==> config.mk <==
export PLATFORM = sky130hd
export DESIGN_NAME = four_voice_psg_synthesizer
export DESIGN_NICKNAME = d
export VERILOG_FILES = /design/src/fvpsg_pkg.sv /design/src/fvpsg_div.sv /design/src/fvpsg_dp.sv /design/src/fvpsg_ctrl.sv /design/src/four_voice_psg_synthesizer.sv
export SDC_FILE = /design/constraint.sdc
export NUM_CORES = 2
export LEC_CHECK = 0
export ABC_AREA = 0
export BUFFER_PORTS_ARGS = -buffer_cell sky130_fd_sc_hd__buf_2
export CORE_MARGIN = 1
export CORE_UTILIZATION = 65
export CTS_CLUSTER_DIAMETER = 30
export DETAILED_ROUTE_END_ITERATION = 10
export PLACE_DENSITY = 0.82
export REMOVE_ABC_BUFFERS = 1
export SYNTH_ARGS = -nofsm -noshare
export SYNTH_HDL_FRONTEND = slang
export SYNTH_SLANG_ARGS = --single-unit
==> constraint.sdc <==
create_clock -name clk -period 13 [get_ports clk]
set_input_delay 3.9 -clock clk [delete_from_list [all_inputs] [get_ports clk]]
set_output_delay 3.9 -clock clk [all_outputs]
set_load 0.01 [all_outputs]
==> src/fvpsg_pkg.sv <==
// Shared types, codes and constants of the four-voice sound generator.
`default_nettype none
package fvpsg_pkg;

    localparam int RATE_W     = 18;
    localparam int DIVIDEND_W = 52;
    localparam int DIVISOR_W  = 30;
    localparam int QUO_W      = 32;
    localparam int DIV_CNT_W  = 6;

    localparam logic [RATE_W-1:0]    RATE_RESET = 18'd32768;
    localparam logic [DIV_CNT_W-1:0] DIV_STEPS  = 6'd52;

    localparam logic [1:0] REQ_WRITE  = 2'd0;
    localparam logic [1:0] REQ_BEGIN  = 2'd1;
    localparam logic [1:0] REQ_SAMPLE = 2'd2;

    typedef enum logic [3:0] {
        ST_IDLE,
        ST_BB_SETUP,
        ST_DIV_LOAD,
        ST_DIV_START,
        ST_DIV_WAIT,
        ST_BB_FLAG,
        ST_SMP_STEP,
        ST_SMP_SUM,
        ST_SMP_MUL,
        ST_EMIT
    } state_t;

    typedef enum logic [1:0] {
        DIV_SQ0,
        DIV_SQ1,
        DIV_WAVE,
        DIV_NOISE
    } div_sel_t;

    typedef struct packed {
        logic     wr;
        logic     capture;
        logic     setup;
        logic     div_load;
        logic     div_start;
        logic     div_store;
        div_sel_t sel;
        logic     flag;
        logic     step;
        logic     sum;
        logic     mul;
        logic     emit;
    } cmd_t;

    typedef struct packed {
        logic rate_zero;
        logic active;
        logic div_done;
        logic out_free;
    } sts_t;

endpackage
`default_nettype wire

==> src/fvpsg_div.sv <==
// Restoring divider, one quotient bit per cycle, low quotient bits kept.
`default_nettype none
module fvpsg_div (
    input  wire logic                                clk,
    input  wire logic                                rst_n,
    input  wire logic                                start,
    input  wire logic [fvpsg_pkg::DIVIDEND_W-1:0]    dividend,
    input  wire logic [fvpsg_pkg::DIVISOR_W-1:0]     divisor,
    output logic                                     done,
    output logic [fvpsg_pkg::QUO_W-1:0]              quotient
);

    logic [fvpsg_pkg::DIVIDEND_W-1:0] num_reg;
    logic [fvpsg_pkg::DIVISOR_W-1:0]  rem_reg;
    logic [fvpsg_pkg::QUO_W-1:0]      quo_reg;
    logic [fvpsg_pkg::DIV_CNT_W-1:0]  cnt_reg;
    logic                             busy_reg;
    logic                             done_reg;

    logic [fvpsg_pkg::DIVISOR_W:0]    rem_sh;
    logic                             ge;
    logic [fvpsg_pkg::DIVISOR_W:0]    rem_sub;

    always_comb
    begin
        rem_sh  = {rem_reg, num_reg[fvpsg_pkg::DIVIDEND_W-1]};
        ge      = (rem_sh >= {1'b0, divisor});
        rem_sub = rem_sh - {1'b0, divisor};
    end

    always_ff @(posedge clk or negedge rst_n)
    begin
        if (!rst_n)
        begin
            cnt_reg  <= '0;
            busy_reg <= 1'b0;
            done_reg <= 1'b0;
        end
        else if (start)
        begin
            cnt_reg  <= fvpsg_pkg::DIV_STEPS;
            busy_reg <= 1'b1;
            done_reg <= 1'b0;
        end
        else if (busy_reg)
        begin
            cnt_reg <= cnt_reg - 1'b1;
            if (cnt_reg == 1)
            begin
                busy_reg <= 1'b0;
                done_reg <= 1'b1;
            end
        end
        else
        begin
            done_reg <= 1'b0;
        end
    end

    always_ff @(posedge clk)
    begin
        if (start)
        begin
            num_reg <= dividend;
            rem_reg <= '0;
            quo_reg <= '0;
        end
        else if (busy_reg)
        begin
            num_reg <= {num_reg[fvpsg_pkg::DIVIDEND_W-2:0], 1'b0};
            rem_reg <= ge ? rem_sub[fvpsg_pkg::DIVISOR_W-1:0]
                          : rem_sh[fvpsg_pkg::DIVISOR_W-1:0];
            quo_reg <= {quo_reg[fvpsg_pkg::QUO_W-2:0], ge};
        end
    end

    assign done     = done_reg;
    assign quotient = quo_reg;

    a_no_restart: assert property (@(posedge clk) disable iff (!rst_n)
        start |-> !busy_reg)
        else $error("divider restarted while busy");

    a_done_pulse: assert property (@(posedge clk) disable iff (!rst_n)
        done_reg |=> !done_reg && !busy_reg)
        else $error("divider done longer than one cycle");

endmodule
`default_nettype wire

==> src/fvpsg_dp.sv <==
// Datapath: register window, voice state, increment divider, mixer and output beat.
`default_nettype none
module fvpsg_dp (
    input  wire logic                          clk,
    input  wire logic                          rst_n,
    input  wire fvpsg_pkg::cmd_t               cmd,
    output fvpsg_pkg::sts_t                    sts,
    input  wire logic [15:0]                   s_tdata,
    output logic                               m_tvalid,
    input  wire logic                          m_tready,
    output logic [31:0]                        m_tdata,
    input  wire logic                          cfg_valid,
    input  wire logic [fvpsg_pkg::RATE_W-1:0]  cfg_data
);

    localparam int CTL_DEPTH = 48;
    localparam logic [5:0] OFS_SQ0_HDR  = 6'h02;
    localparam logic [5:0] OFS_SQ0_ENV  = 6'h03;
    localparam logic [5:0] OFS_SQ0_CTL  = 6'h04;
    localparam logic [5:0] OFS_SQ1_HDR  = 6'h08;
    localparam logic [5:0] OFS_SQ1_ENV  = 6'h09;
    localparam logic [5:0] OFS_SQ1_CTL  = 6'h0C;
    localparam logic [5:0] OFS_WAVE_EN  = 6'h10;
    localparam logic [5:0] OFS_WAVE_VOL = 6'h13;
    localparam logic [5:0] OFS_WAVE_CTL = 6'h14;
    localparam logic [5:0] OFS_NZ_ENV   = 6'h19;
    localparam logic [5:0] OFS_NZ_CTL   = 6'h1C;
    localparam logic [5:0] OFS_MIX      = 6'h20;
    localparam logic [5:0] OFS_RATIO    = 6'h22;
    localparam logic [5:0] OFS_MASTER   = 6'h24;
    localparam logic [13:0] UNIT_SCALE  = 14'd300;
    localparam logic [2:0] VOL_MUTE     = 3'd0;
    localparam logic [2:0] VOL_FULL     = 3'd1;
    localparam logic [2:0] VOL_HALF     = 3'd2;
    localparam logic [2:0] VOL_3Q       = 3'd4;

    typedef struct packed {
        logic [3:0]  lvl;
        logic [15:0] cnt;
    } env_t;

    function automatic env_t env_step(logic [3:0] lvl, logic [15:0] per, logic up,
                                      logic [15:0] cnt);
        env_t r;
        r.lvl = lvl;
        r.cnt = cnt;
        if (per != 16'd0)
        begin
            r.cnt = cnt - 16'd1;
            if (r.cnt == 16'd0)
            begin
                r.cnt = per;
                if (up)
                begin
                    if (lvl != 4'd15) r.lvl = lvl + 4'd1;
                end
                else if (lvl != 4'd0)
                begin
                    r.lvl = lvl - 4'd1;
                end
            end
        end
        return r;
    endfunction

    function automatic logic [15:0] env_period(logic [fvpsg_pkg::RATE_W-1:0] rate,
                                               logic [2:0] stp);
        logic [20:0] prod;
        prod = 21'(rate) * 21'(stp);
        return {1'b0, prod[20:6]};
    endfunction

    function automatic logic [31:0] duty_lim(logic [1:0] d);
        logic [31:0] r;
        unique case (d)
            2'd0: r = 32'h2000_0000;
            2'd1: r = 32'h4000_0000;
            2'd2: r = 32'h8000_0000;
            default: r = 32'hC000_0000;
        endcase
        return r;
    endfunction

    function automatic logic [20:0] noise_base(logic [2:0] r);
        logic [20:0] b;
        unique case (r)
            3'd0: b = 21'd1048576;
            3'd1: b = 21'd524288;
            3'd2: b = 21'd262144;
            3'd3: b = 21'd174762;
            3'd4: b = 21'd131072;
            3'd5: b = 21'd104857;
            3'd6: b = 21'd87381;
            default: b = 21'd74898;
        endcase
        return b;
    endfunction

    function automatic logic [13:0] scale_of(logic [2:0] v, logic [1:0] ratio);
        logic [13:0] base;
        logic [13:0] r;
        base = UNIT_SCALE * {10'd0, {1'b0, v} + 4'd1};
        unique case (ratio)
            2'd0: r = base;
            2'd1: r = base << 1;
            default: r = base << 2;
        endcase
        return r;
    endfunction

    function automatic logic signed [7:0] sq_amp(logic [31:0] ph, logic [31:0] inc,
                                                 logic [3:0] lvl, logic [1:0] duty);
        logic signed [7:0] a;
        a = 8'sd0;
        if (inc != 32'd0 && lvl != 4'd0)
            a = (ph < duty_lim(duty)) ? $signed({4'd0, lvl}) : -$signed({4'd0, lvl});
        return a;
    endfunction

    // register window
    logic [7:0] ctl_reg [CTL_DEPTH];
    logic [7:0] wave_mem_reg [16];
    logic [fvpsg_pkg::RATE_W-1:0] rate_reg;

    // voice state
    logic [31:0] sq_phase_reg [2];
    logic [31:0] sq_inc_reg [2];
    logic [1:0]  sq_duty_reg [2];
    logic [3:0]  sq_level_reg [2];
    logic        sq_up_reg [2];
    logic [15:0] sq_per_reg [2];
    logic [15:0] sq_cnt_reg [2];
    logic [16:0] sq_prev_ctl_reg [2];
    logic [8:0]  sq_prev_env_reg [2];
    logic [31:0] wave_phase_reg, wave_inc_reg;
    logic [2:0]  wave_mode_reg;
    logic        wave_on_reg;
    logic [16:0] wave_prev_ctl_reg;
    logic [31:0] nz_phase_reg, nz_inc_reg;
    logic [14:0] nz_lfsr_reg;
    logic        nz_short_reg;
    logic [3:0]  nz_level_reg;
    logic        nz_up_reg;
    logic [15:0] nz_per_reg, nz_cnt_reg;
    logic [16:0] nz_prev_ctl_reg;
    logic [8:0]  nz_prev_env_reg;
    logic [3:0]  pan_l_reg, pan_r_reg;
    logic        master_on_reg;
    logic [13:0] l_scale_reg, r_scale_reg;
    logic        any_voice_on_reg;

    // working registers
    logic [fvpsg_pkg::DIVIDEND_W-1:0] div_num_reg;
    logic [fvpsg_pkg::DIVISOR_W-1:0]  div_den_reg;
    logic signed [7:0]  l_sum_reg, r_sum_reg;
    logic signed [14:0] l_res_reg, r_res_reg;
    logic               m_tvalid_reg;
    logic [31:0]        m_tdata_reg;

    logic        div_done;
    logic [31:0] div_quo;

    // decoded window fields
    logic [15:0] sq_hdr [2];
    logic [15:0] sq_ctl [2];
    logic [15:0] wave_ctl, nz_ctl, mix;
    logic [7:0]  nz_env;
    logic [15:0] ctl_sel;
    logic [11:0] span;
    logic [20:0] fhz_sh;
    logic [19:0] fhz;
    logic [4:0]  nz_shift;

    // sample step next values
    env_t        sq_env_n [2];
    env_t        nz_env_n;
    logic [32:0] nz_sum;
    logic        nz_bit;
    logic [14:0] nz_lfsr_n;

    // mix terms
    logic signed [7:0]  sa [2];
    logic [7:0]         wbyte;
    logic [3:0]         wnib;
    logic signed [7:0]  wa, w3, wamp, namp;
    logic signed [7:0]  l_sum, r_sum;
    logic signed [22:0] l_prod, r_prod;
    logic [3:0]         pan;

    assign sq_hdr[0] = {ctl_reg[OFS_SQ0_ENV], ctl_reg[OFS_SQ0_HDR]};
    assign sq_hdr[1] = {ctl_reg[OFS_SQ1_ENV], ctl_reg[OFS_SQ1_HDR]};
    assign sq_ctl[0] = {ctl_reg[OFS_SQ0_CTL + 6'd1], ctl_reg[OFS_SQ0_CTL]};
    assign sq_ctl[1] = {ctl_reg[OFS_SQ1_CTL + 6'd1], ctl_reg[OFS_SQ1_CTL]};
    assign wave_ctl  = {ctl_reg[OFS_WAVE_CTL + 6'd1], ctl_reg[OFS_WAVE_CTL]};
    assign nz_ctl    = {ctl_reg[OFS_NZ_CTL + 6'd1], ctl_reg[OFS_NZ_CTL]};
    assign nz_env    = ctl_reg[OFS_NZ_ENV];
    assign mix       = {ctl_reg[OFS_MIX + 6'd1], ctl_reg[OFS_MIX]};
    assign pan       = pan_l_reg | pan_r_reg;

    always_comb
    begin
        unique case (cmd.sel)
            fvpsg_pkg::DIV_SQ0:  ctl_sel = sq_ctl[0];
            fvpsg_pkg::DIV_SQ1:  ctl_sel = sq_ctl[1];
            fvpsg_pkg::DIV_WAVE: ctl_sel = wave_ctl;
            default:             ctl_sel = nz_ctl;
        endcase
        span     = 12'd2048 - {1'b0, ctl_sel[10:0]};
        nz_shift = {1'b0, nz_ctl[7:4]} + 5'd1;
        fhz_sh   = noise_base(nz_ctl[2:0]) >> nz_shift;
        fhz      = (fhz_sh == 21'd0) ? 20'd1 : fhz_sh[19:0];
    end

    always_comb
    begin
        for (int i = 0; i < 2; i++)
            sq_env_n[i] = env_step(sq_level_reg[i], sq_per_reg[i], sq_up_reg[i],
                                   sq_cnt_reg[i]);
        nz_env_n  = env_step(nz_level_reg, nz_per_reg, nz_up_reg, nz_cnt_reg);
        nz_sum    = {1'b0, nz_phase_reg} + {1'b0, nz_inc_reg};
        nz_bit    = nz_lfsr_reg[0] ^ nz_lfsr_reg[1];
        nz_lfsr_n = {nz_bit, nz_lfsr_reg[14:1]};
        if (nz_short_reg) nz_lfsr_n[6] = nz_bit;
        if (!nz_sum[32]) nz_lfsr_n = nz_lfsr_reg;
    end

    always_comb
    begin
        for (int i = 0; i < 2; i++)
            sa[i] = sq_amp(sq_phase_reg[i], sq_inc_reg[i], sq_level_reg[i], sq_duty_reg[i]);
        wbyte = wave_mem_reg[wave_phase_reg[31:28]];
        wnib  = wave_phase_reg[27] ? wbyte[3:0] : wbyte[7:4];
        wa    = $signed({4'd0, wnib}) - 8'sd8;
        w3    = wa * 8'sd3;
        unique case (wave_mode_reg)
            VOL_3Q:   wamp = w3 >>> 2;
            VOL_FULL: wamp = wa;
            VOL_HALF: wamp = wa >>> 1;
            default:  wamp = wa >>> 2;
        endcase
        if (!(wave_on_reg && wave_inc_reg != 32'd0 && wave_mode_reg != VOL_MUTE))
            wamp = 8'sd0;
        namp = nz_lfsr_reg[0] ? -$signed({4'd0, nz_level_reg}) : $signed({4'd0, nz_level_reg});
        l_sum = 8'sd0;
        r_sum = 8'sd0;
        for (int i = 0; i < 2; i++)
        begin
            if (pan_l_reg[i]) l_sum = l_sum + sa[i];
            if (pan_r_reg[i]) r_sum = r_sum + sa[i];
        end
        if (pan_l_reg[2]) l_sum = l_sum + wamp;
        if (pan_r_reg[2]) r_sum = r_sum + wamp;
        if (pan_l_reg[3]) l_sum = l_sum + namp;
        if (pan_r_reg[3]) r_sum = r_sum + namp;
        l_prod = 23'(l_sum_reg) * $signed({9'd0, l_scale_reg});
        r_prod = 23'(r_sum_reg) * $signed({9'd0, r_scale_reg});
    end

    // configuration and window writes
    always_ff @(posedge clk or negedge rst_n)
    begin
        if (!rst_n)
        begin
            rate_reg <= fvpsg_pkg::RATE_RESET;
            for (int i = 0; i < CTL_DEPTH; i++) ctl_reg[i] <= 8'd0;
            for (int i = 0; i < 16; i++) wave_mem_reg[i] <= 8'd0;
        end
        else
        begin
            if (cfg_valid) rate_reg <= cfg_data;
            if (cmd.wr)
            begin
                if (s_tdata[5:4] == 2'b11) wave_mem_reg[s_tdata[3:0]] <= s_tdata[13:6];
                else ctl_reg[s_tdata[5:0]] <= s_tdata[13:6];
            end
        end
    end

    // voice state
    always_ff @(posedge clk or negedge rst_n)
    begin
        if (!rst_n)
        begin
            for (int i = 0; i < 2; i++)
            begin
                sq_phase_reg[i]    <= '0;
                sq_inc_reg[i]      <= '0;
                sq_duty_reg[i]     <= '0;
                sq_level_reg[i]    <= '0;
                sq_up_reg[i]       <= 1'b0;
                sq_per_reg[i]      <= '0;
                sq_cnt_reg[i]      <= '0;
                sq_prev_ctl_reg[i] <= '1;
                sq_prev_env_reg[i] <= '1;
            end
            wave_phase_reg    <= '0;
            wave_inc_reg      <= '0;
            wave_mode_reg     <= VOL_MUTE;
            wave_on_reg       <= 1'b0;
            wave_prev_ctl_reg <= '1;
            nz_phase_reg      <= '0;
            nz_inc_reg        <= '0;
            nz_lfsr_reg       <= '1;
            nz_short_reg      <= 1'b0;
            nz_level_reg      <= '0;
            nz_up_reg         <= 1'b0;
            nz_per_reg        <= '0;
            nz_cnt_reg        <= '0;
            nz_prev_ctl_reg   <= '1;
            nz_prev_env_reg   <= '1;
            pan_l_reg         <= '0;
            pan_r_reg         <= '0;
            master_on_reg     <= 1'b0;
            l_scale_reg       <= '0;
            r_scale_reg       <= '0;
            any_voice_on_reg  <= 1'b0;
        end
        else if (cmd.setup)
        begin
            for (int i = 0; i < 2; i++)
            begin
                sq_duty_reg[i] <= sq_hdr[i][7:6];
                if ({1'b0, sq_hdr[i][15:8]} != sq_prev_env_reg[i])
                begin
                    sq_prev_env_reg[i] <= {1'b0, sq_hdr[i][15:8]};
                    sq_level_reg[i]    <= sq_hdr[i][15:12];
                    sq_up_reg[i]       <= sq_hdr[i][11];
                    sq_per_reg[i]      <= env_period(rate_reg, sq_hdr[i][10:8]);
                    sq_cnt_reg[i]      <= env_period(rate_reg, sq_hdr[i][10:8]);
                end
                if ({1'b0, sq_ctl[i]} != sq_prev_ctl_reg[i])
                begin
                    sq_prev_ctl_reg[i] <= {1'b0, sq_ctl[i]};
                    if (sq_ctl[i][15]) sq_phase_reg[i] <= '0;
                end
            end
            wave_on_reg   <= ctl_reg[OFS_WAVE_EN][7];
            wave_mode_reg <= ctl_reg[OFS_WAVE_VOL][7] ? VOL_3Q
                                                      : {1'b0, ctl_reg[OFS_WAVE_VOL][6:5]};
            if ({1'b0, wave_ctl} != wave_prev_ctl_reg)
            begin
                wave_prev_ctl_reg <= {1'b0, wave_ctl};
                if (wave_ctl[15]) wave_phase_reg <= '0;
            end
            nz_short_reg <= nz_ctl[3];
            if ({1'b0, nz_env} != nz_prev_env_reg)
            begin
                nz_prev_env_reg <= {1'b0, nz_env};
                nz_level_reg    <= nz_env[7:4];
                nz_up_reg       <= nz_env[3];
                nz_per_reg      <= env_period(rate_reg, nz_env[2:0]);
                nz_cnt_reg      <= env_period(rate_reg, nz_env[2:0]);
            end
            if ({1'b0, nz_ctl} != nz_prev_ctl_reg)
            begin
                nz_prev_ctl_reg <= {1'b0, nz_ctl};
                if (nz_ctl[15]) nz_lfsr_reg <= '1;
            end
            master_on_reg <= ctl_reg[OFS_MASTER][7];
            pan_r_reg     <= mix[11:8];
            pan_l_reg     <= mix[15:12];
            l_scale_reg   <= scale_of(mix[6:4], ctl_reg[OFS_RATIO][1:0]);
            r_scale_reg   <= scale_of(mix[2:0], ctl_reg[OFS_RATIO][1:0]);
        end
        else if (cmd.div_store)
        begin
            unique case (cmd.sel)
                fvpsg_pkg::DIV_SQ0:  sq_inc_reg[0] <= div_quo;
                fvpsg_pkg::DIV_SQ1:  sq_inc_reg[1] <= div_quo;
                fvpsg_pkg::DIV_WAVE: wave_inc_reg  <= div_quo;
                default:             nz_inc_reg    <= div_quo;
            endcase
        end
        else if (cmd.flag)
        begin
            any_voice_on_reg <= master_on_reg &&
                ((pan[0] && sq_inc_reg[0] != 32'd0 && sq_level_reg[0] != 4'd0) ||
                 (pan[1] && sq_inc_reg[1] != 32'd0 && sq_level_reg[1] != 4'd0) ||
                 (wave_on_reg && pan[2] && wave_inc_reg != 32'd0 &&
                  wave_mode_reg != VOL_MUTE) ||
                 (pan[3] && nz_inc_reg != 32'd0 && nz_level_reg != 4'd0));
        end
        else if (cmd.step)
        begin
            for (int i = 0; i < 2; i++)
            begin
                sq_phase_reg[i] <= sq_phase_reg[i] + sq_inc_reg[i];
                sq_level_reg[i] <= sq_env_n[i].lvl;
                sq_cnt_reg[i]   <= sq_env_n[i].cnt;
            end
            wave_phase_reg <= wave_phase_reg + wave_inc_reg;
            nz_level_reg   <= nz_env_n.lvl;
            nz_cnt_reg     <= nz_env_n.cnt;
            nz_phase_reg   <= nz_sum[31:0];
            nz_lfsr_reg    <= nz_lfsr_n;
        end
    end

    // divider operands and mix results
    always_ff @(posedge clk)
    begin
        if (cmd.div_load)
        begin
            unique case (cmd.sel)
                fvpsg_pkg::DIV_SQ0, fvpsg_pkg::DIV_SQ1:
                begin
                    div_num_reg <= 52'd1 << 49;
                    div_den_reg <= 30'(span) * 30'(rate_reg);
                end
                fvpsg_pkg::DIV_WAVE:
                begin
                    div_num_reg <= 52'd1 << 48;
                    div_den_reg <= 30'(span) * 30'(rate_reg);
                end
                default:
                begin
                    div_num_reg <= {fhz, 32'd0};
                    div_den_reg <= 30'(rate_reg);
                end
            endcase
        end
        if (cmd.sum)
        begin
            l_sum_reg <= l_sum;
            r_sum_reg <= r_sum;
        end
        if (cmd.capture)
        begin
            l_res_reg <= '0;
            r_res_reg <= '0;
        end
        else if (cmd.mul)
        begin
            l_res_reg <= l_prod[19:5];
            r_res_reg <= r_prod[19:5];
        end
        if (cmd.emit)
            m_tdata_reg <= {1'b0, any_voice_on_reg, r_res_reg, l_res_reg};
    end

    always_ff @(posedge clk or negedge rst_n)
    begin
        if (!rst_n)
            m_tvalid_reg <= 1'b0;
        else if (cmd.emit)
            m_tvalid_reg <= 1'b1;
        else if (m_tready)
            m_tvalid_reg <= 1'b0;
    end

    fvpsg_div u_div (
        .clk      (clk),
        .rst_n    (rst_n),
        .start    (cmd.div_start),
        .dividend (div_num_reg),
        .divisor  (div_den_reg),
        .done     (div_done),
        .quotient (div_quo)
    );

    assign sts.rate_zero = (rate_reg == '0);
    assign sts.active    = any_voice_on_reg;
    assign sts.div_done  = div_done;
    assign sts.out_free  = !m_tvalid_reg || m_tready;
    assign m_tvalid      = m_tvalid_reg;
    assign m_tdata       = m_tdata_reg;

    a_step_active: assert property (@(posedge clk) disable iff (!rst_n)
        cmd.step |-> any_voice_on_reg)
        else $error("voice state advanced while silent");

    a_active_master: assert property (@(posedge clk) disable iff (!rst_n)
        $rose(any_voice_on_reg) |-> master_on_reg)
        else $error("voice active without master enable");

endmodule
`default_nettype wire

==> src/fvpsg_ctrl.sv <==
// Sequencer: decodes request beats and steps the datapath through each request.
`default_nettype none
module fvpsg_ctrl (
    input  wire logic             clk,
    input  wire logic             rst_n,
    input  wire logic             s_tvalid,
    output logic                  s_tready,
    input  wire logic [1:0]       s_tuser,
    input  wire fvpsg_pkg::sts_t  sts,
    output fvpsg_pkg::cmd_t       cmd
);

    fvpsg_pkg::state_t   state_reg, state_next;
    fvpsg_pkg::div_sel_t sel_reg, sel_next;

    always_ff @(posedge clk or negedge rst_n)
    begin
        if (!rst_n)
        begin
            state_reg <= fvpsg_pkg::ST_IDLE;
            sel_reg   <= fvpsg_pkg::DIV_SQ0;
        end
        else
        begin
            state_reg <= state_next;
            sel_reg   <= sel_next;
        end
    end

    always_comb
    begin
        state_next = state_reg;
        sel_next   = sel_reg;
        cmd        = '0;
        cmd.sel    = sel_reg;
        s_tready   = 1'b0;
        unique case (state_reg)
            fvpsg_pkg::ST_IDLE:
            begin
                s_tready = 1'b1;
                if (s_tvalid)
                begin
                    unique case (s_tuser)
                        fvpsg_pkg::REQ_WRITE:
                            cmd.wr = 1'b1;
                        fvpsg_pkg::REQ_BEGIN:
                        begin
                            cmd.capture = 1'b1;
                            state_next  = sts.rate_zero ? fvpsg_pkg::ST_EMIT
                                                        : fvpsg_pkg::ST_BB_SETUP;
                        end
                        fvpsg_pkg::REQ_SAMPLE:
                        begin
                            cmd.capture = 1'b1;
                            state_next  = sts.active ? fvpsg_pkg::ST_SMP_STEP
                                                     : fvpsg_pkg::ST_EMIT;
                        end
                        // drop a beat of unknown kind
                        default: ;
                    endcase
                end
            end
            fvpsg_pkg::ST_BB_SETUP:
            begin
                cmd.setup  = 1'b1;
                sel_next   = fvpsg_pkg::DIV_SQ0;
                state_next = fvpsg_pkg::ST_DIV_LOAD;
            end
            fvpsg_pkg::ST_DIV_LOAD:
            begin
                cmd.div_load = 1'b1;
                state_next   = fvpsg_pkg::ST_DIV_START;
            end
            fvpsg_pkg::ST_DIV_START:
            begin
                cmd.div_start = 1'b1;
                state_next    = fvpsg_pkg::ST_DIV_WAIT;
            end
            fvpsg_pkg::ST_DIV_WAIT:
            begin
                if (sts.div_done)
                begin
                    cmd.div_store = 1'b1;
                    unique case (sel_reg)
                        fvpsg_pkg::DIV_SQ0:  sel_next = fvpsg_pkg::DIV_SQ1;
                        fvpsg_pkg::DIV_SQ1:  sel_next = fvpsg_pkg::DIV_WAVE;
                        fvpsg_pkg::DIV_WAVE: sel_next = fvpsg_pkg::DIV_NOISE;
                        default:             sel_next = fvpsg_pkg::DIV_SQ0;
                    endcase
                    state_next = (sel_reg == fvpsg_pkg::DIV_NOISE) ? fvpsg_pkg::ST_BB_FLAG
                                                                   : fvpsg_pkg::ST_DIV_LOAD;
                end
            end
            fvpsg_pkg::ST_BB_FLAG:
            begin
                cmd.flag   = 1'b1;
                state_next = fvpsg_pkg::ST_EMIT;
            end
            fvpsg_pkg::ST_SMP_STEP:
            begin
                cmd.step   = 1'b1;
                state_next = fvpsg_pkg::ST_SMP_SUM;
            end
            fvpsg_pkg::ST_SMP_SUM:
            begin
                cmd.sum    = 1'b1;
                state_next = fvpsg_pkg::ST_SMP_MUL;
            end
            fvpsg_pkg::ST_SMP_MUL:
            begin
                cmd.mul    = 1'b1;
                state_next = fvpsg_pkg::ST_EMIT;
            end
            fvpsg_pkg::ST_EMIT:
            begin
                // hold until the output beat slot is free
                if (sts.out_free)
                begin
                    cmd.emit   = 1'b1;
                    state_next = fvpsg_pkg::ST_IDLE;
                end
            end
            default:
                state_next = fvpsg_pkg::ST_IDLE;
        endcase
    end

endmodule
`default_nettype wire

==> src/four_voice_psg_synthesizer.sv <==
// Top level: four-voice sound generator with request stream in and sample stream out.
// Write beat: updates the register window, no result. Sample beat: state step, mix sum,
// scale multiply, then output register; output register alone when no voice is active.
// Begin beat: setup, four increments in turn through one shared 52-step divider, voice
// flag and output register. Sample rate zero sends a begin beat straight to the output
// register. One request in flight at a time; the output register holds a result while
// the next request is accepted. Reset (rst_n low, asynchronous) clears the window and
// voices and returns the sample rate to 32768.
`default_nettype none
module four_voice_psg_synthesizer (
    input  wire logic        clk,
    input  wire logic        rst_n,
    input  wire logic        s_tvalid,
    output logic             s_tready,
    input  wire logic [15:0] s_tdata,   // reg_offset[5:0], reg_data[13:6], zero pad
    input  wire logic [1:0]  s_tuser,   // req_type[1:0]
    output logic             m_tvalid,
    input  wire logic        m_tready,
    output logic [31:0]      m_tdata,   // left_sample[14:0], right_sample[29:15],
                                        // voice_active[30], zero pad
    input  wire logic        cfg_valid,
    output logic             cfg_ready,
    input  wire logic [17:0] cfg_data   // sample_rate
);

    fvpsg_pkg::cmd_t cmd;
    fvpsg_pkg::sts_t sts;

    assign cfg_ready = 1'b1;

    fvpsg_ctrl u_ctrl (
        .clk      (clk),
        .rst_n    (rst_n),
        .s_tvalid (s_tvalid),
        .s_tready (s_tready),
        .s_tuser  (s_tuser),
        .sts      (sts),
        .cmd      (cmd)
    );

    fvpsg_dp u_dp (
        .clk       (clk),
        .rst_n     (rst_n),
        .cmd       (cmd),
        .sts       (sts),
        .s_tdata   (s_tdata),
        .m_tvalid  (m_tvalid),
        .m_tready  (m_tready),
        .m_tdata   (m_tdata),
        .cfg_valid (cfg_valid),
        .cfg_data  (cfg_data)
    );

endmodule
`default_nettype wire
* Word-level counts from Yosys, hierarchy flattened
Index checks and enable logic that the tools add are counted.
** Storage, ports and cells
- Input bits :: 41
- Output and inout bits :: 35
- Bits in registers :: 1339
** Operators by class
- $add $sub $neg :: 29
- Reduce and logical (&&, ||, !) cells :: 89
- Bitwise operators :: 10
- Multiply operators :: 9
- Eq/ne operators :: 61
- Shift-type cells :: 1
- Mux-type cells :: 136
- Magnitude comparators :: 8
** Operators with widths (number)
- $mux W32 :: 16
- $bwmux W384 :: 1
- $mux W64 :: 4
- $pmux W32 S3 :: 2
- $mux W8 :: 22
- $pmux W21 S7 :: 1
- $mux W20 :: 7
- $bwmux W128 :: 1
- $reduce_bool A32 Y1 :: 4
- $mux W16 :: 7
- $mux W15 :: 7
- $mux W52 :: 2
- $pmux W52 S2 :: 1
- $add A32 B32 Y32 :: 3
- $mux W4 :: 22
- $ne A16 B17 Y1 :: 4
- $lt A32 B32 Y1 :: 2
- $mul A18 B3 Y21 :: 3
- $pmux W14 S2 :: 2
- $add A8 B8 Y8 :: 6
- $demux W8 S6 :: 1
- $logic_not A16 Y1 :: 3
- $reduce_bool A16 Y1 :: 3
- $sub A16 B1 Y16 const B :: 3
- 74 further kinds :: 216

* Logic depth before layout (Yosys ltp)
- Depth in word-level cells :: 13
- Mapped depth :: 33
- Gate-level depth less buffers :: 32

* By module
Synthesis repeated with hierarchy kept, for this count alone.
** Second synthesis, totals
- Cells, all modules :: 7300
- Area total of the unflattened synthesis :: 72771.0 um^2
** By module, submodules not included
- fvpsg_dp :: instances 1, area each 65320.1 um^2, cells an instance 6568, sequential area each 23095.9 um^2
- fvpsg_div :: instances 1, area each 6819.0 um^2, cells an instance 655, sequential area each 3002.9 um^2
- fvpsg_ctrl :: instances 1, area each 620.6 um^2, cells an instance 75, sequential area each 150.1 um^2
- four_voice_psg_synthesizer :: instances 1, area each 11.3 um^2, cells an instance 2, sequential area each 0.0 um^2

* Least setup slack after synthesis
Ideal clock, no wire load.
- Path type :: register to register
- Start point :: register u_ctrl.sel_reg[0]
- End point :: register u_dp.div_den_reg[29] (netlist name), data pin
- Setup slack :: 5.454 ns
- Stages on the path, launching flop included :: 30
- Setup time :: 0.266 ns
- Data arrival time :: 7.280 ns
- Period minus slack after synthesis :: 7.546 ns
- Cells stage by stage :: dfrtp_1 inv_1 ha_1 clkbuf_1 a22oi_1 a22oi_1 inv_1 nand3_1 nor2_1 xor2_1 mux2i_1 clkbuf_1 nand2_1 fa_1 inv_1 fa_1 fa_1 fa_1 inv_1 fa_1 inv_1 ha_1 a21o_1 a2111oi_0 o211ai_1 a211oi_1 nor2_1 o31a_1 nand4b_1 o211ai_1
** Between the ends
- Longest elaborated chain between the ends :: 4
** Ends and longest elaborated chain
- start: declaration :: line fvpsg_ctrl.sv:14 : fvpsg_pkg::div_sel_t sel_reg, sel_next;
- start signal: assignment :: line fvpsg_ctrl.sv:21 : sel_reg <= fvpsg_pkg::DIV_SQ0;
- start signal: assignment :: line fvpsg_ctrl.sv:26 : sel_reg <= sel_next;
- $eq A2 B2 Y1 (tied with other cells) :: line fvpsg_dp.sv:202, fvpsg_dp.sv:404
- $pmux W11 S3 :: line fvpsg_dp.sv:202 : unique case (cmd.sel)
- $sub A12 B11 Y12 :: line fvpsg_dp.sv:208 : span = 12'd2048 - {1'b0, ctl_sel[10:0]};
- $mul A12 B18 Y30 :: line fvpsg_dp.sv:408, fvpsg_dp.sv:413
- end signal: assignment :: line fvpsg_dp.sv:408 : div_den_reg <= 30'(span) * 30'(rate_reg);
- end signal: assignment :: line fvpsg_dp.sv:413 : div_den_reg <= 30'(span) * 30'(rate_reg);
- end signal: assignment :: line fvpsg_dp.sv:418 : div_den_reg <= 30'(rate_reg);
- end: declaration :: line fvpsg_dp.sv:154 : logic [fvpsg_pkg::DIVISOR_W-1:0] div_den_reg;
Several ways; a longest one is shown, not always the timed one.
A chain may end at the register's enable or synchronous reset.

* Worst setup path in the final report
Same ends and word-level chain as after synthesis.

==> impl_metrics.csv <==
group,metric,value,unit
global_route,grtUsageMet2,53.9,%
critical_path,reg2reg_from,"u_ctrl.sel_reg[0]",
critical_path,crit_type,"reg -> reg",
critical_path,critical_path.endpoint,"u_dp.div_den_reg[29]",
sta,clock-skew-final,61.5,ps
floorplanning,rows,121,
synthesis,synth_area_leaders,"dfrtp_1 (24%), fa_1 (9.9%), ha_1 (7.9%), mux2_2 (7.3%), nand2_1 (5.8%)",
synthesis,yosys.area.top_type,"dfrtp_1",
placement,port_buffers,71,
power,powerDensity,239,nW/um^2
global_route,grt_pass1_wl,295000,um
synthesis,synthCells,7440,
floorplanning,fp.dieH,333,um
power,switching_power,7.82,mW
run_status,status,"finished, final reports clean",
floorplanning,ios,76,
clock_tree,clk_pin_slew,50,ps
floorplanning,die-area,111000,sq um
critical_path,required,13520,ps
power,p_clk_share,28.3,%
detailed_routing,firstDrtPassIters,7,
clock_tree,cts_htree_levels,4,
sta,relSlewSlack,14.9,%
sta,slew_viol_final,0,
hold_path,min_path_cells,0,
detailed_routing,drt-total-wl,182000,um
synthesis,synth.avg_cell_area,9.57,sq um
detailed_routing,drtIter0Drc,5042,
placement,hpwl,121000,um
global_route,grt_pass1_vias,56960,
final_layout,nets,8275,
sta,hold_violations,0,
final_layout,fillers,7175,
detailed_routing,postRouteAntennaNets,0,
detailed_routing,drc,0,
sta,fin_crit_sh,71.1,%
critical_path,path_max_fanout,49,
power,p_leak,38.8,nW
power,switching_share,40.9,%
run,maxCapViolations,0,
detailed_routing,routedWlPerCell,20.1,um
critical_path,worst_r2r_path_depth,25,
sta,period_needed,9240,ps
final_layout,largest_reg_flops,128,
global_route,grt_usage,32.9,%
clock_tree,root_buffer,"clkbuf_16",
final_layout,final-seq-area,25300,sq um
clock_tree,numCtsBuffers,197,
synthesis,synth_enable_flop_cells,117,
global_route,grt_max_degree,175,
critical_path,critPathLaunch,"u_ctrl.sel_reg[0]",
global_route,met1_usage,42.5,%
power,p_int,11.3,mW
clock_tree,clockBufferDepth,3,
critical_path,r2r_end,"u_dp.div_den_reg[29]",
power,vdd_drop_max,0.000246,V
clock_tree,cts_hold_buf,0,
critical_path,critPathLaunchType,"flip-flop",
final_layout,area_delta_synth_final,12.2,%
clock_tree,numClockSinks,1000,
final_layout,layout-drive-gt1-share,15.2,%
sta,fmax,0.108,GHz
critical_path,r2r_slack,3760,ps
hold_path,hp-class,"reg -> reg",
sta,finalSetupViolCount,0,
final_layout,final_common_cell,"nand2_1",
global_route,antenna_found_initial,16,
sta,fin_tns_setup,0,ps
power,combPwrFrac,48.2,%
final_layout,multi_input_area,42300,sq um
clock_tree,cts_tree,"done",
clock_tree,cts_resized,0,
synthesis,ys_types,100,
placement,finalWeightedCongestion,0.908,
synthesis,syn_area,71200,sq um
global_route,gr-total-overflow,0,
synthesis,synth-seq-area-share,35.5,%
floorplanning,die_w,333,um
synthesis,synth_warnings,0,
final_layout,mostFrequentLayoutCells,"nand2_1 (1094), dfrtp_1 (677), inv_1 (641)",
synthesis,async_flop_share,79.1,%
power,seqPwrFrac,23.5,%
critical_path,cp.arrival,9760,ps
global_route,use_met3,7.11,%
floorplanning,core_area,109000,sq um
synthesis,dominantRegCellSynth,"dfrtp_1",
final_layout,utilization,73.5,%
clock_tree,cts_setup_buffers,0,
sta,tightest_slew,1280,ps
detailed_routing,vias_per_cell,6.19,
sta,rsz0062_at_grt,"no",
global_route,busiest_layer,"met2",
synthesis,synth_top_area_share,23.9,%
synthesis,ys_seq_elements,1000,
clock_tree,clk_latency,820,ps
floorplanning,initial_core_util,65.5,%
critical_path,cp-end-kind,"flip-flop",
detailed_routing,num_vias,55897,
cells in the mapped netlist (13+ instances only):
| cell | count |
|---|---|
| nand2_1 | 1095 |
| dfrtp_1 | 680 |
| inv_1 | 641 |
| mux2_2 | 460 |
| ha_1 | 452 |
| a21oi_1 | 413 |
| nor2_1 | 385 |
| o21ai_0 | 372 |
| fa_1 | 351 |
| clkbuf_1 | 295 |
| xnor2_1 | 232 |
| and2_1 | 208 |
| xor2_1 | 147 |
| a21o_1 | 128 |
| edfxtp_1 | 117 |
| dfstp_2 | 111 |
| nor3_1 | 98 |
| dfxtp_1 | 92 |
| nand3_1 | 82 |
| mux2i_1 | 77 |
| nand2b_1 | 77 |
| nor4_1 | 71 |
| a211oi_1 | 62 |
| a31oi_1 | 59 |
| nor2b_1 | 57 |
| nand4_1 | 51 |
| buf_1 | 44 |
| o21a_1 | 44 |
| mux4_2 | 40 |
| o21bai_1 | 38 |
| and3_1 | 33 |
| o31ai_1 | 28 |
| or3_1 | 26 |
| o22ai_1 | 24 |
| nor3b_1 | 23 |
| nand3b_1 | 21 |
| o211ai_1 | 21 |
| a22o_1 | 20 |
| a211o_1 | 19 |
| a21boi_0 | 19 |
| a22oi_1 | 13 |
layer usage:
metal / routed length [um] / share of wire [%]
met1: 73600 / 41
met2: 86800 / 48
met3: 14900 / 8.2
met4: 6280 / 3.5
met5: 74 / 0.041
worst max-delay path, stage by stage (launching register included):
cell and delay [ps]:
dfrtp_1 430, ha_2 190, buf_4 460, inv_1 630
o21ai_0 630, and3_1 260, xnor2_1 70, o21ai_2 840
nand2_1 190, fa_1 540, fa_1 520, inv_1 50
fa_1 490, fa_1 490, inv_1 50, fa_1 470
inv_1 40, ha_1 320, a21o_1 200, a2111oi_0 750
o211ai_1 250, a211oi_1 380, nor2_1 110, o31a_1 300
nand4b_1 110, o211ai_1 100
area by class of cell:
class                           count  share of cell area [%]
Antenna cell                        4                  0.0125
Inverter                          644                    3.03
Clock buffer                      245                    6.88
Timing Repair Buffer              140                    1.15
Clock inverter                    131                    2.16
Sequential cell                  1000                    31.7
Multi-Input combinational cell   5448                    52.9
Tap cell                         1414                    2.21
power groups by stage:
stage	combinational (mW)	clock [mW]	sequential, mW
floorplan	7.02	0	4.29
global placement	8.69	0	4.47
detailed placement	9.03	0	4.50
CTS	9.19	5.45	4.46
global route	10.5	5.60	4.54
finish	9.21	5.40	4.49
worst min-delay path by stage:
| stage | startpoint | endpoint | slack [ps] |
|---|---|---|---|
| after floorplan | u_dp.l_res_reg[12] | u_dp.m_tdata[12] | 400 |
| after global placement | u_dp.r_res_reg[4] | u_dp.m_tdata[19] | 410 |
| after detailed placement | u_dp.r_res_reg[8] | u_dp.m_tdata[23] | 410 |
| after CTS | u_dp.r_res_reg[6] | u_dp.m_tdata[21] | 380 |
| after global routing | u_dp.r_res_reg[6] | u_dp.m_tdata[21] | 410 |
| final | u_dp.r_res_reg[6] | u_dp.m_tdata[21] | 390 |
cell families after synthesis:
| kind of cell | share of synthesized area (%) |
|---|---|
| muxes | 9.64 |
| AOI/OAI and AO/OA | 12.3 |
| adders and majority gates | 17.8 |
| other | 0.0105 |
| buffers and inverters | 5.26 |
| xor gates and xnor gates | 4.66 |
| DFF | 35.5 |
| and+or+nand+nor | 14.8 |
stage by stage:
stage / worst slack (ps) / cells / power [mW] / cell area (sq um) / hold WS, ps
2_1_floorplan: 1160 / 7092 / 11.3 / 69900 / 403
3_3_place_gp: 4190 / 8646 / 13.2 / 72700 / 412
3_5_place_dp: 4080 / 8646 / 13.5 / 72700 / 413
4_1_cts: 3960 / 9022 / 19.1 / 79900 / 384
5_1_grt: 3420 / 9023 / 20.6 / 79900 / 407
6_report: 3760 / 9026 / 19.1 / 79900 / 391
Power figures use the tool's default switching activity.
